===== src/rtl/dnlp_pkg.sv =====
package dnlp_pkg;

   // Field widths
   localparam int CHAR_W = 8;
   localparam int DIGIT_W = 4;
   localparam int SIG_W = 63;
   localparam int EXP_W = 16;
   localparam int EACC_W = 15;
   localparam int DCNT_W = 5;

   // Character codes
   localparam logic [CHAR_W-1:0] CH_TAB = 8'd9;
   localparam logic [CHAR_W-1:0] CH_CR = 8'd13;
   localparam logic [CHAR_W-1:0] CH_SPACE = 8'd32;
   localparam logic [CHAR_W-1:0] CH_PLUS = 8'h2B;
   localparam logic [CHAR_W-1:0] CH_MINUS = 8'h2D;
   localparam logic [CHAR_W-1:0] CH_DOT = 8'h2E;
   localparam logic [CHAR_W-1:0] CH_ZERO = 8'h30;
   localparam logic [CHAR_W-1:0] CH_NINE = 8'h39;
   localparam logic [CHAR_W-1:0] CH_UPPER_E = 8'h45;
   localparam logic [CHAR_W-1:0] CH_LOWER_E = 8'h65;
   localparam logic [CHAR_W-1:0] CH_UPPER_X = 8'h58;
   localparam logic [CHAR_W-1:0] CH_LOWER_X = 8'h78;

   // Saturation limits
   localparam logic signed [EXP_W-1:0] SCALE_MAX = 16'sd32767;
   localparam logic signed [EXP_W-1:0] SCALE_MIN = -16'sd32767;
   localparam logic [EACC_W-1:0] EACC_MAX = 15'h7FFF;
   localparam logic [DCNT_W-1:0] DCNT_MAX = 5'd31;

   // Decoupling queue
   localparam int QDEPTH = 2;
   localparam int QPTR_W = 1;

   typedef enum logic [2:0] {
      CL_SPACE = 3'd0,
      CL_SIGN  = 3'd1,
      CL_DIGIT = 3'd2,
      CL_DOT   = 3'd3,
      CL_EXP   = 3'd4,
      CL_HEX_X = 3'd5,
      CL_OTHER = 3'd6
   } char_class_type;

   // One classified character word
   typedef struct packed {
      char_class_type         cls;
      logic [DIGIT_W-1:0]     digit;
      logic                   minus;
      logic                   last;
   } lex_word_type;

   typedef enum logic [1:0] {
      RS_INTEGER = 2'd0,
      RS_FLOAT   = 2'd1,
      RS_BAD     = 2'd2,
      RS_HEX     = 2'd3
   } result_status_type;

   typedef enum logic [10:0] {
      LX_INIT      = 11'h001,
      LX_SIGN      = 11'h002,
      LX_LEAD_DOT  = 11'h004,
      LX_INT       = 11'h008,
      LX_POINT     = 11'h010,
      LX_FRAC      = 11'h020,
      LX_EXP       = 11'h040,
      LX_EXP_SIGN  = 11'h080,
      LX_EXP_DIG   = 11'h100,
      LX_TRAIL     = 11'h200,
      LX_ZERO      = 11'h400
   } lex_state_type;

endpackage


===== src/rtl/dnlp_front.sv =====
module dnlp_front (
   input  logic [dnlp_pkg::CHAR_W-1:0] char_code,
   input  logic                        last_char,
   output dnlp_pkg::lex_word_type      word
);
   import dnlp_pkg::*;

   // Character classification
   always_comb begin
      word.cls = CL_OTHER;
      word.digit = char_code[DIGIT_W-1:0];
      word.minus = (char_code == CH_MINUS);
      word.last = last_char;
      if ((char_code == CH_SPACE) || ((char_code >= CH_TAB) && (char_code <= CH_CR))) begin
         word.cls = CL_SPACE;
      end else if ((char_code == CH_PLUS) || (char_code == CH_MINUS)) begin
         word.cls = CL_SIGN;
      end else if ((char_code >= CH_ZERO) && (char_code <= CH_NINE)) begin
         word.cls = CL_DIGIT;
      end else if (char_code == CH_DOT) begin
         word.cls = CL_DOT;
      end else if ((char_code == CH_LOWER_E) || (char_code == CH_UPPER_E)) begin
         word.cls = CL_EXP;
      end else if ((char_code == CH_LOWER_X) || (char_code == CH_UPPER_X)) begin
         word.cls = CL_HEX_X;
      end
   end

endmodule


===== src/rtl/dnlp_queue.sv =====
module dnlp_queue (
   input  logic                   clock,
   input  logic                   reset,
   input  logic                   push,
   input  dnlp_pkg::lex_word_type push_word,
   output logic                   full,
   input  logic                   pop,
   output dnlp_pkg::lex_word_type pop_word,
   output logic                   not_empty
);
   import dnlp_pkg::*;

   lex_word_type       mem_ff [QDEPTH];
   logic [QPTR_W-1:0]  wr_ptr_ff, wr_ptr_in;
   logic [QPTR_W-1:0]  rd_ptr_ff, rd_ptr_in;
   logic [QPTR_W:0]    count_ff, count_in;

   assign full = (count_ff == (QPTR_W+1)'(QDEPTH));
   assign not_empty = (count_ff != '0);
   assign pop_word = mem_ff[rd_ptr_ff];

   // Pointer and fill count update
   always_comb begin
      wr_ptr_in = push ? wr_ptr_ff + 1'b1 : wr_ptr_ff;
      rd_ptr_in = pop ? rd_ptr_ff + 1'b1 : rd_ptr_ff;
      count_in = count_ff;
      if (push && !pop) begin
         count_in = count_ff + 1'b1;
      end else if (pop && !push) begin
         count_in = count_ff - 1'b1;
      end
   end

   always_ff @(posedge clock) begin
      if (reset) begin
         wr_ptr_ff <= '0;
         rd_ptr_ff <= '0;
         count_ff <= '0;
      end else begin
         wr_ptr_ff <= wr_ptr_in;
         rd_ptr_ff <= rd_ptr_in;
         count_ff <= count_in;
      end
   end

   // Word storage
   always_ff @(posedge clock) begin
      if (push) begin
         mem_ff[wr_ptr_ff] <= push_word;
      end
   end

endmodule


===== src/rtl/dnlp_back.sv =====
module dnlp_back #(
   parameter int MAX_DIGITS = 18
) (
   input  logic                             clock,
   input  logic                             reset,
   input  logic                             in_valid,
   input  dnlp_pkg::lex_word_type           in_word,
   output logic                             in_pop,
   output logic                             rsp_valid,
   input  logic                             rsp_stall,
   output logic [1:0]                       rsp_status,
   output logic                             rsp_negative,
   output logic [dnlp_pkg::SIG_W-1:0]       rsp_significand,
   output logic signed [dnlp_pkg::EXP_W-1:0] rsp_dec_exponent
);
   import dnlp_pkg::*;

   localparam logic [DCNT_W-1:0] DCNT_LIMIT = DCNT_W'(MAX_DIGITS);

   // Lexer state
   lex_state_type            lex_ff, lex_in;
   logic [SIG_W-1:0]         acc_ff, acc_in;
   logic [DCNT_W-1:0]        dcnt_ff, dcnt_in;
   logic signed [EXP_W-1:0]  scale_ff, scale_in;
   logic [EACC_W-1:0]        eacc_ff, eacc_in;
   logic                     minus_ff, minus_in;
   logic                     eminus_ff, eminus_in;
   logic                     float_ff, float_in;
   logic                     err_ff, err_in;
   logic                     hex_ff, hex_in;

   // Result register
   logic                     rsp_valid_ff, rsp_valid_in;
   logic [1:0]               status_ff, status_in;
   logic                     neg_ff, neg_in;
   logic [SIG_W-1:0]         sig_ff, sig_in;
   logic signed [EXP_W-1:0]  dexp_ff, dexp_in;

   // Datapath intermediates
   logic [SIG_W+3:0]         acc_wide;
   logic                     acc_fits;
   logic [EACC_W+3:0]        eacc_wide;
   logic signed [EXP_W:0]    exp_sum;
   lex_state_type            ns;
   logic                     bad;
   logic                     accepting;
   logic                     work;

   assign rsp_valid = rsp_valid_ff;
   assign rsp_status = status_ff;
   assign rsp_negative = neg_ff;
   assign rsp_significand = sig_ff;
   assign rsp_dec_exponent = dexp_ff;

   // Take a word unless it ends a literal while the result slot is blocked
   assign work = in_valid && (!in_word.last || !rsp_valid_ff || !rsp_stall);
   assign in_pop = work;

   // Multiply-by-ten datapaths
   assign acc_wide = ({4'b0, acc_ff} << 3) + ({4'b0, acc_ff} << 1)
                   + (SIG_W+4)'(in_word.digit);
   assign acc_fits = (acc_wide[SIG_W+3:SIG_W] == 4'b0);
   assign eacc_wide = ({4'b0, eacc_ff} << 3) + ({4'b0, eacc_ff} << 1)
                    + (EACC_W+4)'(in_word.digit);

   // Transition table
   always_comb begin
      ns = lex_ff;
      bad = 1'b0;
      case (in_word.cls)
         CL_SPACE: begin
            case (lex_ff)
               LX_INIT, LX_TRAIL: ns = lex_ff;
               LX_INT, LX_POINT, LX_FRAC, LX_EXP_DIG, LX_ZERO: ns = LX_TRAIL;
               default: bad = 1'b1;
            endcase
         end
         CL_SIGN: begin
            case (lex_ff)
               LX_INIT: ns = LX_SIGN;
               LX_EXP: ns = LX_EXP_SIGN;
               default: bad = 1'b1;
            endcase
         end
         CL_DIGIT: begin
            case (lex_ff)
               LX_INIT, LX_SIGN: ns = (in_word.digit == '0) ? LX_ZERO : LX_INT;
               LX_LEAD_DOT, LX_POINT, LX_FRAC: ns = LX_FRAC;
               LX_INT, LX_ZERO: ns = LX_INT;
               LX_EXP, LX_EXP_SIGN, LX_EXP_DIG: ns = LX_EXP_DIG;
               default: bad = 1'b1;
            endcase
         end
         CL_DOT: begin
            case (lex_ff)
               LX_INIT, LX_SIGN: ns = LX_LEAD_DOT;
               LX_INT, LX_ZERO: ns = LX_POINT;
               default: bad = 1'b1;
            endcase
         end
         CL_EXP: begin
            case (lex_ff)
               LX_INT, LX_POINT, LX_FRAC, LX_ZERO: ns = LX_EXP;
               default: bad = 1'b1;
            endcase
         end
         default: bad = 1'b1;
      endcase
   end

   // State update for one word
   always_comb begin
      lex_in = lex_ff;
      acc_in = acc_ff;
      dcnt_in = dcnt_ff;
      scale_in = scale_ff;
      eacc_in = eacc_ff;
      minus_in = minus_ff;
      eminus_in = eminus_ff;
      float_in = float_ff;
      err_in = err_ff;
      hex_in = hex_ff;
      if (!err_ff && !hex_ff) begin
         if ((in_word.cls == CL_HEX_X) && (lex_ff == LX_ZERO)) begin
            hex_in = 1'b1;
         end else if (bad) begin
            err_in = 1'b1;
         end else begin
            lex_in = ns;
            case (ns)
               LX_SIGN: begin
                  if (in_word.minus) minus_in = 1'b1;
               end
               LX_LEAD_DOT, LX_POINT, LX_EXP: float_in = 1'b1;
               LX_INT: begin
                  if ((dcnt_ff < DCNT_LIMIT) || ((dcnt_ff == DCNT_LIMIT) && acc_fits)) begin
                     acc_in = acc_wide[SIG_W-1:0];
                  end else begin
                     float_in = 1'b1;
                     if (scale_ff < SCALE_MAX) scale_in = scale_ff + 16'sd1;
                  end
                  if (dcnt_ff < DCNT_MAX) dcnt_in = dcnt_ff + 1'b1;
               end
               LX_FRAC: begin
                  if (dcnt_ff < DCNT_LIMIT) begin
                     acc_in = acc_wide[SIG_W-1:0];
                     if (dcnt_ff < DCNT_MAX) dcnt_in = dcnt_ff + 1'b1;
                     if (scale_ff > SCALE_MIN) scale_in = scale_ff - 16'sd1;
                  end
               end
               LX_EXP_SIGN: begin
                  if (in_word.minus) eminus_in = 1'b1;
               end
               LX_EXP_DIG: begin
                  eacc_in = (eacc_wide > (EACC_W+4)'(EACC_MAX)) ? EACC_MAX
                          : eacc_wide[EACC_W-1:0];
               end
               default: ;
            endcase
         end
      end
   end

   // Result formation on the last character
   assign accepting = (lex_in == LX_INT) || (lex_in == LX_POINT) || (lex_in == LX_FRAC)
                   || (lex_in == LX_EXP_DIG) || (lex_in == LX_TRAIL) || (lex_in == LX_ZERO);
   assign exp_sum = (EXP_W+1)'(scale_in)
                  + (eminus_in ? -(EXP_W+1)'({2'b0, eacc_in}) : (EXP_W+1)'({2'b0, eacc_in}));

   always_comb begin
      rsp_valid_in = rsp_valid_ff && rsp_stall;
      status_in = status_ff;
      neg_in = neg_ff;
      sig_in = sig_ff;
      dexp_in = dexp_ff;
      if (work && in_word.last) begin
         rsp_valid_in = 1'b1;
         status_in = RS_BAD;
         neg_in = 1'b0;
         sig_in = '0;
         dexp_in = '0;
         if (hex_in && !err_in) begin
            status_in = RS_HEX;
         end else if (!err_in && accepting) begin
            neg_in = minus_in;
            sig_in = acc_in;
            if (float_in) begin
               status_in = RS_FLOAT;
               if (exp_sum > (EXP_W+1)'(SCALE_MAX)) begin
                  dexp_in = SCALE_MAX;
               end else if (exp_sum < (EXP_W+1)'(SCALE_MIN)) begin
                  dexp_in = SCALE_MIN;
               end else begin
                  dexp_in = exp_sum[EXP_W-1:0];
               end
            end else begin
               status_in = RS_INTEGER;
            end
         end
      end
   end

   // Lexer registers; cleared after each literal
   always_ff @(posedge clock) begin
      if (reset || (work && in_word.last)) begin
         lex_ff <= LX_INIT;
         acc_ff <= '0;
         dcnt_ff <= '0;
         scale_ff <= '0;
         eacc_ff <= '0;
         minus_ff <= 1'b0;
         eminus_ff <= 1'b0;
         float_ff <= 1'b0;
         err_ff <= 1'b0;
         hex_ff <= 1'b0;
      end else if (work) begin
         lex_ff <= lex_in;
         acc_ff <= acc_in;
         dcnt_ff <= dcnt_in;
         scale_ff <= scale_in;
         eacc_ff <= eacc_in;
         minus_ff <= minus_in;
         eminus_ff <= eminus_in;
         float_ff <= float_in;
         err_ff <= err_in;
         hex_ff <= hex_in;
      end
   end

   // Result register
   always_ff @(posedge clock) begin
      if (reset) begin
         rsp_valid_ff <= 1'b0;
      end else begin
         rsp_valid_ff <= rsp_valid_in;
      end
   end

   always_ff @(posedge clock) begin
      status_ff <= status_in;
      neg_ff <= neg_in;
      sig_ff <= sig_in;
      dexp_ff <= dexp_in;
   end

endmodule


===== src/rtl/decimal_number_literal_parser.sv =====
// Decimal number literal parser.
// Request channel: one character word per accepted item on req_char_code, with
// req_last_char set on the final character of a literal. Response channel: one
// word per literal with status (integer, float, bad parse, hex prefix), sign,
// 63-bit significand and saturating decimal exponent.
// A front stage classifies each character and writes it into a two-entry
// queue; a back stage pops one word per cycle, except while a last character
// waits on a stalled response, and runs the lexer state and multiply-by-ten
// accumulators, then loads the result register. Throughput is one character
// per cycle under that condition; the lexer update of one word per cycle in
// the back stage sets that rate. With the queue otherwise empty, the last
// character goes from its queue entry to the result register and rsp_valid.
// Reset (synchronous, active high) empties the queue, returns the lexer to
// its initial state and drops any pending response.
// While rsp_stall is high the response holds; the back stage keeps consuming
// characters of the next literal and waits only on its last character, so
// req_stall rises once the queue fills.
module decimal_number_literal_parser #(
   parameter int MAX_DIGITS = 18
) (
   input  logic                               clock,
   input  logic                               reset,
   input  logic                               req_valid,
   output logic                               req_stall,
   input  logic [dnlp_pkg::CHAR_W-1:0]        req_char_code,
   input  logic                               req_last_char,
   output logic                               rsp_valid,
   input  logic                               rsp_stall,
   output logic [1:0]                         rsp_status,
   output logic                               rsp_negative,
   output logic [dnlp_pkg::SIG_W-1:0]         rsp_significand,
   output logic signed [dnlp_pkg::EXP_W-1:0]  rsp_dec_exponent
);
   import dnlp_pkg::*;

   lex_word_type  front_word;
   lex_word_type  queue_word;
   logic          queue_full;
   logic          queue_not_empty;
   logic          queue_pop;

   assign req_stall = queue_full;

   // Classifier
   dnlp_front u_front (
      .char_code (req_char_code),
      .last_char (req_last_char),
      .word      (front_word)
   );

   // Decoupling queue
   dnlp_queue u_queue (
      .clock     (clock),
      .reset     (reset),
      .push      (req_valid && !queue_full),
      .push_word (front_word),
      .full      (queue_full),
      .pop       (queue_pop),
      .pop_word  (queue_word),
      .not_empty (queue_not_empty)
   );

   // Lexer and result register
   dnlp_back #(
      .MAX_DIGITS (MAX_DIGITS)
   ) u_back (
      .clock            (clock),
      .reset            (reset),
      .in_valid         (queue_not_empty),
      .in_word          (queue_word),
      .in_pop           (queue_pop),
      .rsp_valid        (rsp_valid),
      .rsp_stall        (rsp_stall),
      .rsp_status       (rsp_status),
      .rsp_negative     (rsp_negative),
      .rsp_significand  (rsp_significand),
      .rsp_dec_exponent (rsp_dec_exponent)
   );

endmodule

===== config.mk =====
export PLATFORM = sky130hd
export DESIGN_NAME = decimal_number_literal_parser
export DESIGN_NICKNAME = d
export VERILOG_FILES = /design/src/rtl/dnlp_pkg.sv /design/src/rtl/dnlp_front.sv /design/src/rtl/dnlp_queue.sv /design/src/rtl/dnlp_back.sv /design/src/rtl/decimal_number_literal_parser.sv
export SDC_FILE = /design/constraint.sdc
export NUM_CORES = 1
export LEC_CHECK = 0
export ABC_AREA = 0
export BUFFER_PORTS_ARGS = -buffer_cell sky130_fd_sc_hd__buf_2
export CORE_UTILIZATION = 55
export DETAILED_ROUTE_END_ITERATION = 10
export GPL_ROUTABILITY_DRIVEN = 0
export PLACE_DENSITY = 0.76
export SLEW_MARGIN = 15
export SYNTH_ARGS = -nofsm -noshare
export SYNTH_HDL_FRONTEND = slang
export SYNTH_SLANG_ARGS = --single-unit

===== constraint.sdc =====
create_clock -name clock -period 9.7 [get_ports clock]
set_clock_uncertainty 0.15 [all_clocks]
set_input_delay 1.455 -clock clock [delete_from_list [all_inputs] [get_ports clock]]
set_output_delay 1.455 -clock clock [all_outputs]
set_load 0.02 [all_outputs]

==> results_dict.tcl <==
set metrics [dict create \
    drt-total-wl_um 50600 \
    rrSetupSlack_ns 0.81 \
    port_buffers 96 \
    syn_area_per_cell_um2 8.03 \
    yosys.area_share.simple 0.211 \
    finish.net_count 2479 \
    synthCells 2257 \
    yosys.area.top_type "edfxtp_1" \
    synth-seq-cells 221 \
    cp-end-kind "flop" \
    die_h_um 184 \
    initial_core_util 0.558 \
    fill_cells 2898 \
    total_power_mw 3.07 \
    synth_fa_ha_area_frac 0.128 \
    synth_top_area_share 0.166 \
    fp-row-count 66 \
    synth_top_family_by_area "compound AO/OA/AOI/OAI gates" \
    muxShareOfSynthArea 0.0215 \
    synth_edf_count 100 \
    via_per_inst 6.31 \
    diodes 0 \
    timing_hold_violations_final 0 \
    path_class "flop to flop" \
    crit_path_start_kind "flop" \
    seq_area_frac_synth 0.299 \
    fmaxAchievable_mhz 112 \
    clock-sinks 221 \
    min_path_type "flop to flop" \
    cts_tree "done" \
    synth_area_um2 18100 \
    yosysMostFrequentCell "nand2_1" \
    seq_area_um2 5430 \
    crit_slowest_cell "a2111oi_4" \
    maxSlewHeadroom 0.233 \
    grt_pass1_wl_um 81000 \
    drive_gt1_frac 0.0955 \
    period_needed_ns 8.89 \
    ys_types 97 \
    place_hpwl_um 37100 \
    synth_flop_cell "dfxtp_1" \
    crit_required_ns 9.82 \
    grt_pass1_vias 16200 \
    slew_violations 0 \
    power_density_nw_per_um2 155 \
    synth.area.top_cells "edfxtp_1 (17%), dfxtp_1 (13%), ha_1 (12%)" \
    grt_setup_unrepaired "false" \
    syn_to_final_growth_pct 9.16 \
    grt_max_degree 67 \
    overflow 0 \
    hold_depth 2 \
    first_pass_iters 6 \
    arrival_ns 9.02 \
    wl_per_cell_um 18.4 \
    status "completed" \
    yosysWarnings 0 \
    drcViolationCount 0 \
    netlist_top_cells_count "nand2_1 (271), nor2_1 (264), a21oi_1 (258), ha_1 (177), o21ai_0 (131)" \
    cts.clk_slew.worst_paths_ns 0.07 \
    root_buffer "clkbuf_16" \
    power_leakage_nw 8.11 \
    vias 17300 \
    grtUsageTotal 0.295 \
    fin_crit_sh 0.917 \
    fin_setup_tns_ns 0 \
    path_max_fanout 24 \
    die_x_um 184 \
    syn-num-nets 2452 \
    drt_iter0_markers 1583 \
    htree_levels 1 \
    cts_max_path_buffers 3 \
    antenna_left 0 \
    irDropWorstVdd_uv 178 \
    pin_count 97 \
    timing.rr.end "u_back.rsp_dec_exponent[14]" \
    worst_pin_slew_ns 1.14 \
    synth-xor-area-share 0.0532 \
    postSynth.asyncResetShare 0 \
    setup_violations 0 \
    coreArea_um2 32500 \
    ff2ff_path_depth 29 \
    multi_input_area_um2 12000 \
    cap_violations 0 \
    die-area_um2 33700 \
    min_from "u_back.float_ff" \
    grt_antenna_before_repair 0 \
    hold_end "u_back.float_ff" \
    synth-compound-area-share 0.243 \
    critical_path.max_stage_delay_ns 0.64 \
    cp_common_cell "a21oi_1" \
    clk_latency_ns 0.57 \
    cts_buffers 26 \
]
-- cells by family after synthesis --
logic type,Yosys count
compound gates,697
xor+xnor,110
fa+ha+maj,183
buf+inv,186
flops,221
mux,38
simple gates,822
-- repair_timing --
item	4_1_cts	5_1_grt
hold buffers	0	0
buffers inserted	0	0
gates resized for setup	0	2
setup endpoints to repair	0	15
-- report_power, final --
group          switching, mW  internal (mW)  total (mW)
Combinational          0.621          0.203       0.825
Sequential            0.0558           1.12        1.17
Clock                  0.422          0.650        1.07
-- sequential cells by signal, summed over array words and instances (netlist names), named ones only --
name,flops
u_back.rsp_status,2
u_back.float_ff,1
u_queue.count_ff,2
u_queue.mem_ff,18
u_back.dcnt_ff,5
u_back.eminus_ff,1
u_back.hex_ff,1
u_back.eacc_ff,15
u_back.scale_ff,16
u_back.err_ff,1
u_back.rsp_negative,1
u_back.acc_ff,63
u_back.rsp_valid,1
u_queue.rd_ptr_ff,1
u_back.minus_ff,1
u_back.rsp_significand,63
u_back.lex_ff,11
u_back.rsp_dec_exponent,16
u_queue.wr_ptr_ff,1
-- how the worst max path moves through the flow --
stage          from                     endpoint
2_1_floorplan  flop   u_back.rsp_dec_exponent[1]
3_3_place_gp   flop  u_back.rsp_dec_exponent[14]
3_5_place_dp   flop   u_back.rsp_dec_exponent[3]
4_1_cts        flop   u_back.rsp_dec_exponent[4]
5_1_grt        flop  u_back.rsp_dec_exponent[14]
6_report       flop  u_back.rsp_dec_exponent[14]
-- placed cells by master, fill, tap and decap left out, types with 27 or more instances in the layout --
master,Yosys,layout
edfxtp_1,100,100
xor2_1,53,53
nand4_1,27,27
a21oi_1,258,258
a21o_1,34,34
nor2_1,264,262
nand3_1,62,61
mux2i_1,30,30
clkbuf_16,0,27
nor3_1,51,49
nand2_1,271,271
dfxtp_1,121,120
ha_1,177,177
buf_2,29,96
o21a_1,40,40
inv_1,65,64
o21ai_0,131,131
xnor2_1,57,57
-- area by class of cell --
class	count	share of cell area
clock buffer	30	0.0352
inverter	65	0.0123
multi-input combinational	1850	0.605
clock inverter	18	0.0119
tap	442	0.0280
timing repair buffer	120	0.0338
sequential	221	0.274
-- through the flow --
| step | utilization | instances | instance area (µm²) | hold slack [ns] | worst slack, ns |
|---|---|---|---|---|---|
| final | 0.610 | 2746 | 19800 | 0.356 | 0.806 |
| after global placement | 0.580 | 2697 | 18800 | 0.318 | 0.863 |
| after floorplan | - | 2257 | 18100 | 0.307 | 1.91 |
| after global routing | 0.610 | 2746 | 19800 | 0.384 | 0.229 |
| after CTS | 0.609 | 2745 | 19800 | 0.350 | 0.554 |
| after detailed placement | 0.580 | 2697 | 18800 | 0.333 | 0.613 |
-- layer usage --
metal	wire length, µm	up-vias	part of all wire	GRT usage
met5	0	-	0	0
met1	21500	8094	0.42	0.378
li1	-	8321	-	-
met4	2110	0	0.042	0.131
met3	3970	171	0.078	0.0420
met2	23100	739	0.46	0.493
-- critical path: cells and delay by family (launching register included) --
kind | cells | cell delay [ns]
xor gates and xnor gates | 1 | 0.22
buffers and inverters | 1 | 0.25
AOI/OAI and AO/OA | 16 | 4.18
and+or+nand+nor | 6 | 1.22
DFF | 1 | 0.57
adders and majority gates | 4 | 1.64
muxes | 1 | 0.40
No activity file was read; power rests on OpenSTA's default activity.
